## src/hw/rtl/json_string_unescape_utf8_unit_macros.svh

```systemverilog
`ifndef JSON_STRING_UNESCAPE_UTF8_UNIT_MACROS_SVH
`define JSON_STRING_UNESCAPE_UTF8_UNIT_MACROS_SVH

// Checks that hold at every clock edge outside reset.
`define JSU_ASSERT_ALWAYS(label, expr) \
  label: assert property (@(posedge clk) disable iff (rst) (expr)) \
    else $error("jsu: check failed");

// Checks that relate one cycle to the next.
`define JSU_ASSERT_NEXT(label, ante, cons) \
  label: assert property (@(posedge clk) disable iff (rst) (ante) |=> (cons)) \
    else $error("jsu: check failed");

`endif

```

## src/hw/rtl/jsu_pkg.sv

```systemverilog
`timescale 1ns / 1ps
package jsu_pkg;

  localparam int QUEUE_DEPTH = 4;

  localparam logic [7:0] CHAR_BSLASH = 8'h5C;
  localparam logic [7:0] CHAR_U      = 8'h75;

  typedef enum logic [1:0] {
    MODE_TEXT = 2'd0,
    MODE_ESC  = 2'd1,
    MODE_UNI  = 2'd2
  } mode_t;

  // All results caused by one input byte.
  typedef struct packed {
    logic [1:0]      num;
    logic [2:0][7:0] bytes;
    logic            has;
    logic            err;
    logic            last;
  } bundle_t;

  function automatic logic [7:0] map_escape(input logic [7:0] c);
    logic [7:0] r;
    case (c)
      8'h6E:   r = 8'h0A;
      8'h72:   r = 8'h0D;
      8'h74:   r = 8'h09;
      8'h62:   r = 8'h08;
      8'h66:   r = 8'h0C;
      default: r = c;
    endcase
    return r;
  endfunction

  // Returns {valid, nibble}.
  function automatic logic [4:0] hex_nibble(input logic [7:0] c);
    logic [4:0] r;
    r = 5'd0;
    if (c >= 8'h30 && c <= 8'h39) r = {1'b1, 4'(c - 8'h30)};
    else if (c >= 8'h61 && c <= 8'h66) r = {1'b1, 4'(c - 8'h57)};
    else if (c >= 8'h41 && c <= 8'h46) r = {1'b1, 4'(c - 8'h37)};
    return r;
  endfunction

endpackage

```

## src/hw/rtl/jsu_if.sv

```systemverilog
`timescale 1ns / 1ps
interface jsu_in_if;
  logic       valid;
  logic       ready;
  logic [7:0] in_byte;
  logic       in_last;
  modport source (output valid, output in_byte, output in_last, input ready);
  modport sink (input valid, input in_byte, input in_last, output ready);
endinterface

interface jsu_out_if;
  logic       valid;
  logic       ready;
  logic [7:0] out_byte;
  logic       has_byte;
  logic       out_last;
  logic       hex_error;
  modport source (output valid, output out_byte, output has_byte, output out_last,
                  output hex_error, input ready);
  modport sink (input valid, input out_byte, input has_byte, input out_last,
                input hex_error, output ready);
endinterface

```

## src/hw/rtl/jsu_front.sv

```systemverilog
`timescale 1ns / 1ps
module jsu_front (
  input  logic             clk,
  input  logic             rst,
  jsu_in_if.sink           in_chan,
  input  logic             q_full,
  output logic             push,
  output jsu_pkg::bundle_t bundle
);
  import jsu_pkg::*;

  mode_t      mode, mode_next;
  logic [1:0] hex_count, hex_count_next;
  logic [7:0] held [3];
  logic [7:0] held_next [3];

  logic       accept;
  logic [7:0] b;
  logic       last;

  logic [7:0]      uc [4];
  logic [4:0]      hn [4];
  logic            uni_ok;
  logic [15:0]     uni_val;
  logic [1:0]      uni_num;
  logic [2:0][7:0] uni_bytes;

  logic [7:0]      tb [4];
  logic [2:0]      tail_len;
  logic            tail_skip;
  logic [1:0]      tail_num;
  logic [2:0][7:0] tail_bytes;

  assign in_chan.ready = !q_full;
  assign accept = in_chan.valid && in_chan.ready;
  assign b = in_chan.in_byte;
  assign last = in_chan.in_last;

  always_comb begin
    mode_next = mode;
    hex_count_next = hex_count;
    held_next = held;
    case (mode)
      MODE_ESC: begin
        mode_next = MODE_TEXT;
        if (b == CHAR_U && !last) begin
          mode_next = MODE_UNI;
          hex_count_next = 2'd0;
          held_next = '{default: 8'h00};
        end
      end
      MODE_UNI: begin
        if (hex_count == 2'd3) begin
          mode_next = MODE_TEXT;
          hex_count_next = 2'd0;
          held_next = '{default: 8'h00};
        end else if (last) begin
          mode_next = MODE_TEXT;
        end else begin
          held_next[hex_count] = b;
          hex_count_next = hex_count + 2'd1;
        end
      end
      default: begin
        mode_next = (b == CHAR_BSLASH && !last) ? MODE_ESC : MODE_TEXT;
      end
    endcase
    if (last) begin
      mode_next = MODE_TEXT;
      hex_count_next = 2'd0;
      held_next = '{default: 8'h00};
    end
  end

  always_ff @(posedge clk) begin
    if (rst) begin
      mode <= MODE_TEXT;
      hex_count <= 2'd0;
      held <= '{default: 8'h00};
    end else if (accept) begin
      mode <= mode_next;
      hex_count <= hex_count_next;
      held <= held_next;
    end
  end

  // Value of the leading hex digits of the four characters after the u.
  always_comb begin
    uc[0] = held[0];
    uc[1] = held[1];
    uc[2] = held[2];
    uc[3] = b;
    uni_ok = 1'b1;
    uni_val = 16'd0;
    for (int j = 0; j < 4; j++) begin
      hn[j] = hex_nibble(uc[j]);
      if (uni_ok && hn[j][4]) uni_val = {uni_val[11:0], hn[j][3:0]};
      else uni_ok = 1'b0;
    end
    uni_bytes = '0;
    if (uni_val < 16'h0080) begin
      uni_num = 2'd1;
      uni_bytes[0] = uni_val[7:0];
    end else if (uni_val < 16'h0800) begin
      uni_num = 2'd2;
      uni_bytes[0] = 8'hC0 | {3'b000, uni_val[10:6]};
      uni_bytes[1] = 8'h80 | {2'b00, uni_val[5:0]};
    end else begin
      uni_num = 2'd3;
      uni_bytes[0] = 8'hE0 | {4'h0, uni_val[15:12]};
      uni_bytes[1] = 8'h80 | {2'b00, uni_val[11:6]};
      uni_bytes[2] = 8'h80 | {2'b00, uni_val[5:0]};
    end
  end

  // A string that ends inside a unicode escape: the held characters are
  // decoded again as ordinary text.
  always_comb begin
    tb[0] = held[0];
    tb[1] = held[1];
    tb[2] = held[2];
    tb[3] = 8'h00;
    tb[hex_count] = b;
    tail_len = {1'b0, hex_count} + 3'd1;
    tail_skip = 1'b0;
    tail_num = 2'd0;
    tail_bytes = '0;
    for (int i = 0; i < 3; i++) begin
      if (3'(i) < tail_len) begin
        if (tail_skip) begin
          tail_skip = 1'b0;
        end else if (tb[i] == CHAR_BSLASH && 3'(i + 1) < tail_len) begin
          tail_skip = 1'b1;
          if (tb[i + 1] != CHAR_U) begin
            tail_bytes[tail_num] = map_escape(tb[i + 1]);
            tail_num = tail_num + 2'd1;
          end
        end else begin
          tail_bytes[tail_num] = tb[i];
          tail_num = tail_num + 2'd1;
        end
      end
    end
  end

  always_comb begin
    bundle.num = 2'd0;
    bundle.bytes = '0;
    bundle.has = 1'b1;
    bundle.err = 1'b0;
    bundle.last = last;
    case (mode)
      MODE_ESC: begin
        if (b != CHAR_U) begin
          bundle.num = 2'd1;
          bundle.bytes[0] = map_escape(b);
        end
      end
      MODE_UNI: begin
        if (hex_count == 2'd3) begin
          if (!hn[0][4]) begin
            bundle.num = 2'd1;
            bundle.has = 1'b0;
            bundle.err = 1'b1;
          end else begin
            bundle.num = uni_num;
            bundle.bytes = uni_bytes;
          end
        end else if (last) begin
          bundle.num = tail_num;
          bundle.bytes = tail_bytes;
        end
      end
      default: begin
        if (!(b == CHAR_BSLASH && !last)) begin
          bundle.num = 2'd1;
          bundle.bytes[0] = b;
        end
      end
    endcase
    // A string end with nothing to show still gets an end marker.
    if (last && bundle.num == 2'd0) begin
      bundle.num = 2'd1;
      bundle.has = 1'b0;
    end
    push = accept && (bundle.num != 2'd0);
  end

endmodule

```

## src/hw/rtl/jsu_queue.sv

```systemverilog
`timescale 1ns / 1ps
`include "json_string_unescape_utf8_unit_macros.svh"
module jsu_queue #(
  parameter int DEPTH = jsu_pkg::QUEUE_DEPTH
) (
  input  logic             clk,
  input  logic             rst,
  input  logic             push,
  input  jsu_pkg::bundle_t wr_data,
  output logic             full,
  input  logic             pop,
  output jsu_pkg::bundle_t head,
  output logic             head_valid
);
  import jsu_pkg::*;

  localparam int PTR_W = $clog2(DEPTH);
  localparam int CNT_W = $clog2(DEPTH + 1);

  bundle_t            mem [DEPTH];
  logic [PTR_W-1:0]   wr_ptr, rd_ptr;
  logic [CNT_W-1:0]   count;

  assign full = (count == CNT_W'(DEPTH));
  assign head_valid = (count != '0);
  assign head = mem[rd_ptr];

  always_ff @(posedge clk) begin
    if (push) mem[wr_ptr] <= wr_data;
  end

  always_ff @(posedge clk) begin
    if (rst) begin
      wr_ptr <= '0;
      rd_ptr <= '0;
      count <= '0;
    end else begin
      if (push) wr_ptr <= (wr_ptr == PTR_W'(DEPTH - 1)) ? '0 : wr_ptr + PTR_W'(1);
      if (pop) rd_ptr <= (rd_ptr == PTR_W'(DEPTH - 1)) ? '0 : rd_ptr + PTR_W'(1);
      if (push && !pop) count <= count + CNT_W'(1);
      else if (pop && !push) count <= count - CNT_W'(1);
    end
  end

  `JSU_ASSERT_ALWAYS(a_no_overflow, !(push && full))
  `JSU_ASSERT_ALWAYS(a_no_underflow, !(pop && !head_valid))
  `JSU_ASSERT_NEXT(a_count_up, push && !pop, count == $past(count) + CNT_W'(1))

endmodule

```

## src/hw/rtl/jsu_back.sv

```systemverilog
`timescale 1ns / 1ps
module jsu_back (
  input  logic             clk,
  input  logic             rst,
  input  jsu_pkg::bundle_t head,
  input  logic             head_valid,
  output logic             pop,
  jsu_out_if.source        out_chan
);
  import jsu_pkg::*;

  logic [1:0] idx;
  logic       ov;
  logic [7:0] obyte;
  logic       ohas, olast, oerr;
  logic       final_item;
  logic       load;

  assign final_item = (idx == head.num - 2'd1);
  assign load = head_valid && (!ov || out_chan.ready);
  assign pop = load && final_item;

  always_ff @(posedge clk) begin
    if (rst) begin
      ov <= 1'b0;
      idx <= 2'd0;
    end else begin
      if (load) ov <= 1'b1;
      else if (out_chan.ready) ov <= 1'b0;
      if (load) idx <= final_item ? 2'd0 : idx + 2'd1;
    end
  end

  always_ff @(posedge clk) begin
    if (load) begin
      obyte <= head.has ? head.bytes[idx] : 8'h00;
      ohas <= head.has;
      oerr <= head.err;
      olast <= head.last && final_item;
    end
  end

  assign out_chan.valid = ov;
  assign out_chan.out_byte = obyte;
  assign out_chan.has_byte = ohas;
  assign out_chan.out_last = olast;
  assign out_chan.hex_error = oerr;

endmodule

```

## src/hw/rtl/json_string_unescape_utf8_unit.sv

```systemverilog
`timescale 1ns / 1ps
// JSON string-body unescaper with UTF-8 output. One byte of the escaped
// string is accepted per cycle; the front decoder turns each byte into zero
// to three result bytes and places them as one entry in a queue of DEPTH
// entries, and the back end sends them from an output register at one
// result per cycle while out_chan is ready. A unicode escape of six input
// bytes gives at most three results, so both sides run at one transfer per
// cycle; input is held off only while the queue is full, which happens
// when the output side stalls. Results pass through the queue memory and
// the output register. No clearing pass is needed after reset.
module json_string_unescape_utf8_unit #(
  parameter int DEPTH = jsu_pkg::QUEUE_DEPTH
) (
  input logic       clk,
  input logic       rst,
  jsu_in_if.sink    in_chan,
  jsu_out_if.source out_chan
);
  import jsu_pkg::*;

  bundle_t bundle, head;
  logic    push, pop, full, head_valid;

  jsu_front u_front (
    .clk     (clk),
    .rst     (rst),
    .in_chan (in_chan),
    .q_full  (full),
    .push    (push),
    .bundle  (bundle)
  );

  jsu_queue #(.DEPTH(DEPTH)) u_queue (
    .clk        (clk),
    .rst        (rst),
    .push       (push),
    .wr_data    (bundle),
    .full       (full),
    .pop        (pop),
    .head       (head),
    .head_valid (head_valid)
  );

  jsu_back u_back (
    .clk        (clk),
    .rst        (rst),
    .head       (head),
    .head_valid (head_valid),
    .pop        (pop),
    .out_chan   (out_chan)
  );

endmodule
```

## src/flat_wrapper.sv

```systemverilog
// flat-port wrapper written by rule: the top's interface ports become plain ports
module json_string_unescape_utf8_unit_flat import jsu_pkg::*;
#(
  parameter int DEPTH = jsu_pkg::QUEUE_DEPTH
)
  (clk, rst, in_chan_valid, in_chan_in_byte, in_chan_in_last, in_chan_ready, out_chan_valid, out_chan_out_byte, out_chan_has_byte, out_chan_out_last, out_chan_hex_error, out_chan_ready);
  jsu_in_if in_chan_i ();
  jsu_out_if out_chan_i ();
  input logic clk;
  input logic rst;
  input wire logic [$bits(in_chan_i.valid)-1:0] in_chan_valid;
  input wire logic [$bits(in_chan_i.in_byte)-1:0] in_chan_in_byte;
  input wire logic [$bits(in_chan_i.in_last)-1:0] in_chan_in_last;
  output wire logic [$bits(in_chan_i.ready)-1:0] in_chan_ready;
  output wire logic [$bits(out_chan_i.valid)-1:0] out_chan_valid;
  output wire logic [$bits(out_chan_i.out_byte)-1:0] out_chan_out_byte;
  output wire logic [$bits(out_chan_i.has_byte)-1:0] out_chan_has_byte;
  output wire logic [$bits(out_chan_i.out_last)-1:0] out_chan_out_last;
  output wire logic [$bits(out_chan_i.hex_error)-1:0] out_chan_hex_error;
  input wire logic [$bits(out_chan_i.ready)-1:0] out_chan_ready;
  assign in_chan_i.valid = in_chan_valid;
  assign in_chan_i.in_byte = in_chan_in_byte;
  assign in_chan_i.in_last = in_chan_in_last;
  assign in_chan_ready = in_chan_i.ready;
  assign out_chan_valid = out_chan_i.valid;
  assign out_chan_out_byte = out_chan_i.out_byte;
  assign out_chan_has_byte = out_chan_i.has_byte;
  assign out_chan_out_last = out_chan_i.out_last;
  assign out_chan_hex_error = out_chan_i.hex_error;
  assign out_chan_i.ready = out_chan_ready;
  json_string_unescape_utf8_unit #(.DEPTH(DEPTH)) u_core (.clk(clk), .rst(rst), .in_chan(in_chan_i), .out_chan(out_chan_i));
endmodule
```

## config.mk

```make
export PLATFORM = sky130hd
export DESIGN_NAME = json_string_unescape_utf8_unit_flat
export DESIGN_NICKNAME = d
export VERILOG_FILES = /design/src/hw/rtl/jsu_pkg.sv /design/src/hw/rtl/jsu_if.sv /design/src/hw/rtl/jsu_front.sv /design/src/hw/rtl/jsu_queue.sv /design/src/hw/rtl/jsu_back.sv /design/src/hw/rtl/json_string_unescape_utf8_unit.sv /design/src/flat_wrapper.sv
export VERILOG_INCLUDE_DIRS = /design/src /design/src/hw/rtl
export SDC_FILE = /design/constraint.sdc
export NUM_CORES = 1
export LEC_CHECK = 0
export ABC_AREA = 1
export ABC_CLOCK_PERIOD_IN_PS = 6600
export BUFFER_PORTS_ARGS = -buffer_cell sky130_fd_sc_hd__clkbuf_2
export CORE_MARGIN = 10
export CORE_UTILIZATION = 64
export CTS_CLUSTER_SIZE = 40
export DETAILED_ROUTE_END_ITERATION = 6
export GPL_ROUTABILITY_DRIVEN = 0
export HOLD_SLACK_MARGIN = 0.12
export PLACE_DENSITY = 0.81
export SETUP_SLACK_MARGIN = 0.02
export SYNTH_ARGS = -nofsm -noshare
export SYNTH_HDL_FRONTEND = slang
export SYNTH_SLANG_ARGS = --single-unit
```

## constraint.sdc

```tcl
create_clock -name clk -period 6.6 [get_ports clk]
set_clock_uncertainty 0.15 [all_clocks]
set_input_delay 1.98 -clock clk [delete_from_list [all_inputs] [get_ports clk]]
set_output_delay 1.98 -clock clk [all_outputs]
set_load 0.01 [all_outputs]
```

* Yosys cells after proc, flatten, opt, wreduce, memory -nomap -nowiden *
Memories as Yosys holds them, arrays and structs flattened. A register that Yosys moved wholly into a read port is not among the register bits.
Index checks and enable logic that the tools add are counted.
Widths: inputs -> output; s select.

operators by class
  eq/ne operators = 38
  multiplexer cells = 118
  $lt $le $gt $ge = 37
  bitwise gates (word level) = 1
  add/sub/neg operators = 22
  reduce and logical (&&, ||, !) cells = 45

operators with widths
  operator              number
  $mux 24               12
  $eq 8x7->1 const B    25
  $pmux 8 s5            4
  $mux 8                19
  $bwmux 24             5
  $mux 16               5
  $ge 8x7->1 const B    8
  $le 8x7->1 const B    8
  $mux 5                12
  $mux 2                27
  $mux 26               2
  $demux 8 s2           3
  $pmux 24 s2           1
  $bwmux 32             1
  $ge 8x6->1 const B    4
  $le 8x6->1 const B    4
  $ne 8x7->1 const B    4
  $sub 4x3->4 const B   8
  $logic_and 1x1->1     31
  $mux 1                18
  $bmux 8 s2            1
  $lt 16x12->1 const B  1
  $lt 16x8->1 const B   1
  $pmux 8 s2            1
  other kinds (29)      56

word-level totals
  output and inout bits = 13
  input bits = 13
  memories kept = 1
  register bits = 49
  memory bits (writable) = 116

memory list
  memory              words  width  read ports  clocked after memory_dff  wr ports  line             RTL
  u_core.u_queue.mem  4      29     1           1                         1         jsu_queue.sv:20  bundle_t mem [DEPTH];

* Logic depth before layout (Yosys ltp) *
  depth in word-level cells = 36
  mapped depth = 36
  gate-level depth less buffers = 34

* Modules after synthesis *
A second synthesis with hierarchy kept.

second synthesis, totals
  cell total of the unflattened synthesis = 1328
  area, all modules = 10777.8 um^2

by module, submodules not included
  module     area an instance (um^2)  cells an instance  instances  sequential area each (um^2)
  jsu_queue  5071.1                   341                1          3663.5
  jsu_front  4994.8                   901                1          560.5
  jsu_back   711.9                    86                 1          390.4

* Worst setup path before layout *
OpenSTA, ideal clock, no wires.

  kind = input port to flip-flop
  start point = input in_chan_in_byte[7]
  end point = memory u_core.u_queue.mem[3][0] in the netlist's numbering (enable)
  stages = 20
  buffers on the path = 1
  arrival time = 5.496 ns
  required time = 6.035 ns
  slack = 0.539 ns
  path through = clkbuf_2 nand2_1 o21ai_0 inv_1 nand2_1 nor3_1 and3_1 inv_1 ha_1 inv_1 o21ai_2 nand2_2 ha_1 nand2_1 o211ai_2 nand2_1 nand3_2 nand3_4 nand2_2 nor2_1

on the way
  longest elaborated chain between the ends = 25

RTL lines
  what                                         line                                RTL
  start, declared                              flat_wrapper.sv:12                  input wire logic [$bits(in_chan_i.in_byte)-1:0] in_chan_in_byte;
  $bwmux 32                                    jsu_front.sv:123                    tb[hex_count] = b;
  $ne 8x7->1 or $eq 8x7->1 (tied branches)     jsu_front.sv:134, jsu_front.sv:132
  $mux 1 or $logic_and 1x1->1 (tied branches)  jsu_front.sv:134, jsu_front.sv:132
  $mux 2                                       jsu_front.sv:132                    end else if (tb[i] == CHAR_BSLASH && 3'(i + 1) < tail_len) begin
  $mux 2                                       jsu_front.sv:129                    if (3'(i) < tail_len) begin
  $add 2x1->2                                  jsu_front.sv:136, jsu_front.sv:140
  $mux 2                                       jsu_front.sv:134                    if (tb[i + 1] != CHAR_U) begin
  $mux 2                                       jsu_front.sv:132
  (+9 left out)                                -
  $pmux 2 s2 *                                 jsu_front.sv:152                    case (mode)
  $logic_not 2->1                              jsu_front.sv:182                    if (last && bundle.num == 2'd0) begin
  $logic_and 1x1->1                            jsu_front.sv:182
  $mux 2 *                                     jsu_front.sv:182
  $reduce_bool 2->1 *                          jsu_front.sv:186                    push = accept && (bundle.num != 2'd0);
  $logic_and 1x1->1 *                          jsu_front.sv:186
  $mux 1 *                                     jsu_queue.sv:29                     if (push) mem[wr_ptr] <= wr_data;
  $mux 1 (not written as such) *               jsu_queue.sv:29
  end, declared                                jsu_queue.sv:20

Mark *: on every way between the ends. The rest lies on a longest branch, timed or not.

* Worst setup path after layout *
  start point = input in_chan_in_byte[7]
  end point = register u_core.u_queue.count[2]

on the way
  longest elaborated chain between the ends = 26

RTL lines
  what                                         line                                  RTL
  $bwmux 32                                    jsu_front.sv:123
  $ne 8x7->1 or $eq 8x7->1 (tied branches)     jsu_front.sv:134, jsu_front.sv:132
  $mux 1 or $logic_and 1x1->1 (tied branches)  jsu_front.sv:134, jsu_front.sv:132
  $mux 2                                       jsu_front.sv:132
  $mux 2                                       jsu_front.sv:129
  $add 2x1->2                                  jsu_front.sv:136, jsu_front.sv:140
  $mux 2                                       jsu_front.sv:134
  $mux 2                                       jsu_front.sv:132
  (+11 left out)                               -
  $logic_and 1x1->1                            jsu_front.sv:182
  $mux 2 *                                     jsu_front.sv:182
  $reduce_bool 2->1 *                          jsu_front.sv:186
  $logic_and 1x1->1 *                          jsu_front.sv:186
  via u_core.push                              json_string_unescape_utf8_unit.sv:22  logic push, pop, full, head_valid;
  $logic_not 1->1                              jsu_queue.sv:41                       else if (pop && !push) count <= count - CNT_W'(1);
  $logic_and 1x1->1                            jsu_queue.sv:41
  $reduce_bool 2->1 (no line)                  -
  end signal, assigned                         jsu_queue.sv:40                       if (push && !pop) count <= count + CNT_W'(1);
  end signal, assigned                         jsu_queue.sv:41
  end, declared                                jsu_queue.sv:22                       logic [CNT_W-1:0] count;

Mark *: on every way through the listed nets, which the timed path passes. The rest lies on a longest branch.
A chain may end at the register's enable or synchronous reset.

==> results.json <==
{
  "slew_headroom_pct": 27.4,
  "synth_cell_types": 64,
  "hold_path.class": "reg -> reg",
  "clock_path_buffers": 2,
  "grt_pass1_vias": 8735,
  "ys_seq_area_share_pct": 44.4,
  "cts.reportedPaths.clkPinSlew_ns": 0.07,
  "core_area_sq_um": 15900,
  "overflow": 0,
  "synth.avg_cell_area_sq_um": 8.30,
  "peakVddDrop_uv": 230,
  "synth-seq-cells": 167,
  "post-cts-setup-buffers": 0,
  "muxShareOfSynthArea_pct": 0,
  "totalWireLength_microns": 29600,
  "synthSimpleGateAreaFrac_pct": 23.2,
  "nets": 1300,
  "tightest_slew_ns": 1.08,
  "die-width_microns": 147,
  "yosysWarnings": 0,
  "tns_ns": 0,
  "die_y_microns": 147,
  "postCtsHoldBufs": 0,
  "synthArstFlopShare_pct": 0,
  "cts_root_buf": "clkbuf_16",
  "cp_common_cell": "inv_1",
  "portBuffers": 25,
  "fin_crit_sh_pct": 88.8,
  "grt_pass1_wl_microns": 46100,
  "die_area_sq_um": 21700,
  "p_leak_nw": 4.55,
  "drc": 71,
  "grt_start_max_net_pins": 60,
  "dr_total_vias": 9439,
  "cts.repair.resized": 0,
  "synth_fa_ha_area_share_pct": 3.81,
  "crit_required_ns": 6.77,
  "whs_ns": 0.320,
  "dp_hpwl_microns": 20400,
  "violations": "design-rule violations",
  "criticalPathCategory": "in -> reg",
  "cp.arrival_ns": 6.03,
  "critPathSlowestCell": "fa_1",
  "rsz0062_at_grt": "no",
  "maxCapViolCount": 0,
  "vias_per_cell": 6.36,
  "drt-initial-drc-count": 1684,
  "synth_xor_area_share_pct": 0.675,
  "numCtsBuffers": 17,
  "synth_cells": 1251,
  "status": "finished, violations left",
  "synth_compound_area_share_pct": 19.5,
  "powerDensity_nw_per_um2": 321,
  "slew_violations": 0,
  "antenna_cells": 0,
  "slowest_delay_ns": 0.40,
  "dominantRegCellSynth": "edfxtp_1",
  "syn-num-nets": 1295,
  "critPathCaptureType": "flop",
  "initial_utilization_pct": 65.4,
  "post-route-min-period_ns": 5.86,
  "startpoint_type": "input pin",
  "nFillCells": 1265,
  "num_io_pins": 26,
  "synth_top_family_by_area": "simple AND/OR/NAND/NOR gates",
  "syn_to_final_growth_pct": 7.68,
  "synth_area_sq_um": 10400,
  "setup_violations": 0,
  "hold_viol_final": 0,
  "multi_input_area_sq_um": 4920,
  "drive_above_1_share_pct": 14.1,
  "cts_max_level": 4,
  "fmax_mhz": 171,
  "ant_nets": 0,
  "rows": 46,
  "insertion_delay_ns": 0.43,
  "synth-edff-count": 127,
  "dr.pass1.iters": 7,
  "grt.total_usage_pct": 26.6,
  "antenna_found_initial": 0,
  "clkSinkCount": 167,
  "critPathMaxFanout": 8,
  "seqCellArea_sq_um": 4620,
  "cts_tree": "done",
  "avgRoutedWirePerCell_microns": 19.9
}
==> through the flow <==
step	util [%]	power (W)	setup slack [ns]	cell area (sq um)	instances
2_1_floorplan	-	0.00225	0.539	10400	1251
3_3_place_gp	66.8	0.00257	0.657	10600	1453
3_5_place_dp	66.8	0.00260	0.486	10600	1453
4_1_cts	70.4	0.00356	0.813	11200	1485
5_1_grt	70.4	0.00376	0.366	11200	1485
6_report	70.4	0.00359	0.740	11200	1485
==> Yosys cell counts (2+ instances only) <==
cell type	number	share of area, %
nand2_1	192	6.9
nor2_1	137	5.0
inv_1	131	4.7
edfxtp_1	127	37
o21ai_0	118	5.7
a21oi_1	92	4.4
nand3_1	63	3.0
dfxtp_1	40	7.7
ha_1	30	3.6
clkbuf_1	28	1.0
inv_2	23	0.83
a211oi_1	22	1.6
nand2_2	18	1.1
o22ai_1	18	1.1
nor3_1	17	0.82
o221ai_1	17	1.4
o21ai_1	16	0.77
nor2_2	15	0.90
nand4_1	13	0.78
nand2_4	12	1.3
o211ai_1	11	0.79
a31oi_1	10	0.60
nand3_2	9	0.87
o21ai_2	8	0.67
xor2_1	8	0.67
buf_6	7	0.76
buf_2	6	0.29
buf_1	5	0.18
o31ai_1	5	0.36
a221oi_1	3	0.25
buf_4	3	0.22
nor2_4	3	0.33
nor4_1	3	0.18
o32ai_1	3	0.25
a22oi_1	2	0.14
a32oi_1	2	0.17
and3_1	2	0.12
clkinv_1	2	0.072
nand3_4	2	0.34
nor3_4	2	0.31
o21a_1	2	0.14
o21ai_4	2	0.31
==> cells by family (layout without fill, tap and decap cells) <==
family	count (synthesis)	in the layout
AO/OA/AOI/OAI	339	339
XOR/XNOR	8	8
buffers and inverters	208	226
flip-flops	167	167
adder cells (fa/ha/maj)	31	31
AND/OR/NAND/NOR	498	498
==> critical path: cells and delay by family <==
kind / cells / cell delay (ns)
adders and majority gates: 4 / 1.14
AOI/OAI and AO/OA: 7 / 0.90
buffers and inverters: 6 / 0.66
and+or+nand+nor: 10 / 1.34
==> power by group <==
| part | switching (W) | total [W] | internal, W |
|---|---|---|---|
| Combinational | 0.000848 | 0.00120 | 0.000351 |
| Clock | 0.000430 | 0.000961 | 0.000531 |
| Sequential | 0.0000994 | 0.00143 | 0.00133 |
| Total | 0.00138 | 0.00359 | 0.00221 |
==> flip-flops by register name (all words and copies together) (netlist names), 2 cells and up, named ones only <==
signal	count
u_core.u_queue.wr_ptr	2
u_core.u_queue.mem	116
u_core.u_queue.count	3
u_core.u_front.mode	2
u_core.u_front.hex_count	2
u_core.u_back.idx	2
u_core.u_front.held	24
u_core.u_back.out_chan.out_byte	8
u_core.u_queue.rd_ptr	2
==> layout make-up <==
| class | count | area share, % |
|---|---|---|
| clock buffer | 18 | 3.84 |
| clock inverter | 14 | 1.26 |
| inverter | 157 | 5.31 |
| multi-input combinational | 876 | 44.0 |
| sequential | 167 | 41.3 |
| tap | 216 | 2.42 |
| timing repair buffer | 37 | 1.92 |
==> path summary, 6_finish.rpt <==
check / start / endpoint / slack [ns] / cells past startpoint
min reg2reg: u_core.u_queue.rd_ptr[1] / flop / 0.32 / 2
min: u_core.u_queue.rd_ptr[1] / flop / 0.32 / 2
max: in_chan_in_byte[7] / u_core.u_queue.count[2] / 0.74 / 27
max reg2reg: u_core.u_front.hex_count[0] / u_core.u_queue.count[2] / 1.29 / 27
==> cell usage in the layout, fill, tap and decap left out, types with 3 or more instances in the layout <==
cell         n
nand2_1    192
nor2_1     133
inv_1      131
edfxtp_1   127
o21ai_0    118
a21oi_1     92
nand3_1     63
dfxtp_1     39
ha_1        30
clkbuf_2    25
inv_2       23
a211oi_1    22
nor2_2      19
nand2_2     18
o22ai_1     18
o221ai_1    17
clkbuf_16   17
nor3_1      16
o21ai_1     16
nand4_1     13
nand2_4     12
buf_4       12
o211ai_1    11
nand3_2      9
a31oi_1      9
xor2_1       8
o21ai_2      8
inv_6        5
o31ai_1      5
clkinv_1     3
nor2_4       3
nor4_1       3
a221oi_1     3
o32ai_1      3
inv_8        3
clkinv_4     3
==> metal layers <==
metal  global-route usage, %  vias to the layer above  wire (microns)  part of all wire (%)
li1                        -                     4371               -                     -
met4                    11.9                        0            1340                   4.5
met3                    6.23                      136            3190                    11
met1                    33.5                     4289           11500                    39
met2                    42.7                      643           13600                    46
met5                       0                        -               0                     0
No activity file was read; power rests on OpenSTA's default activity.
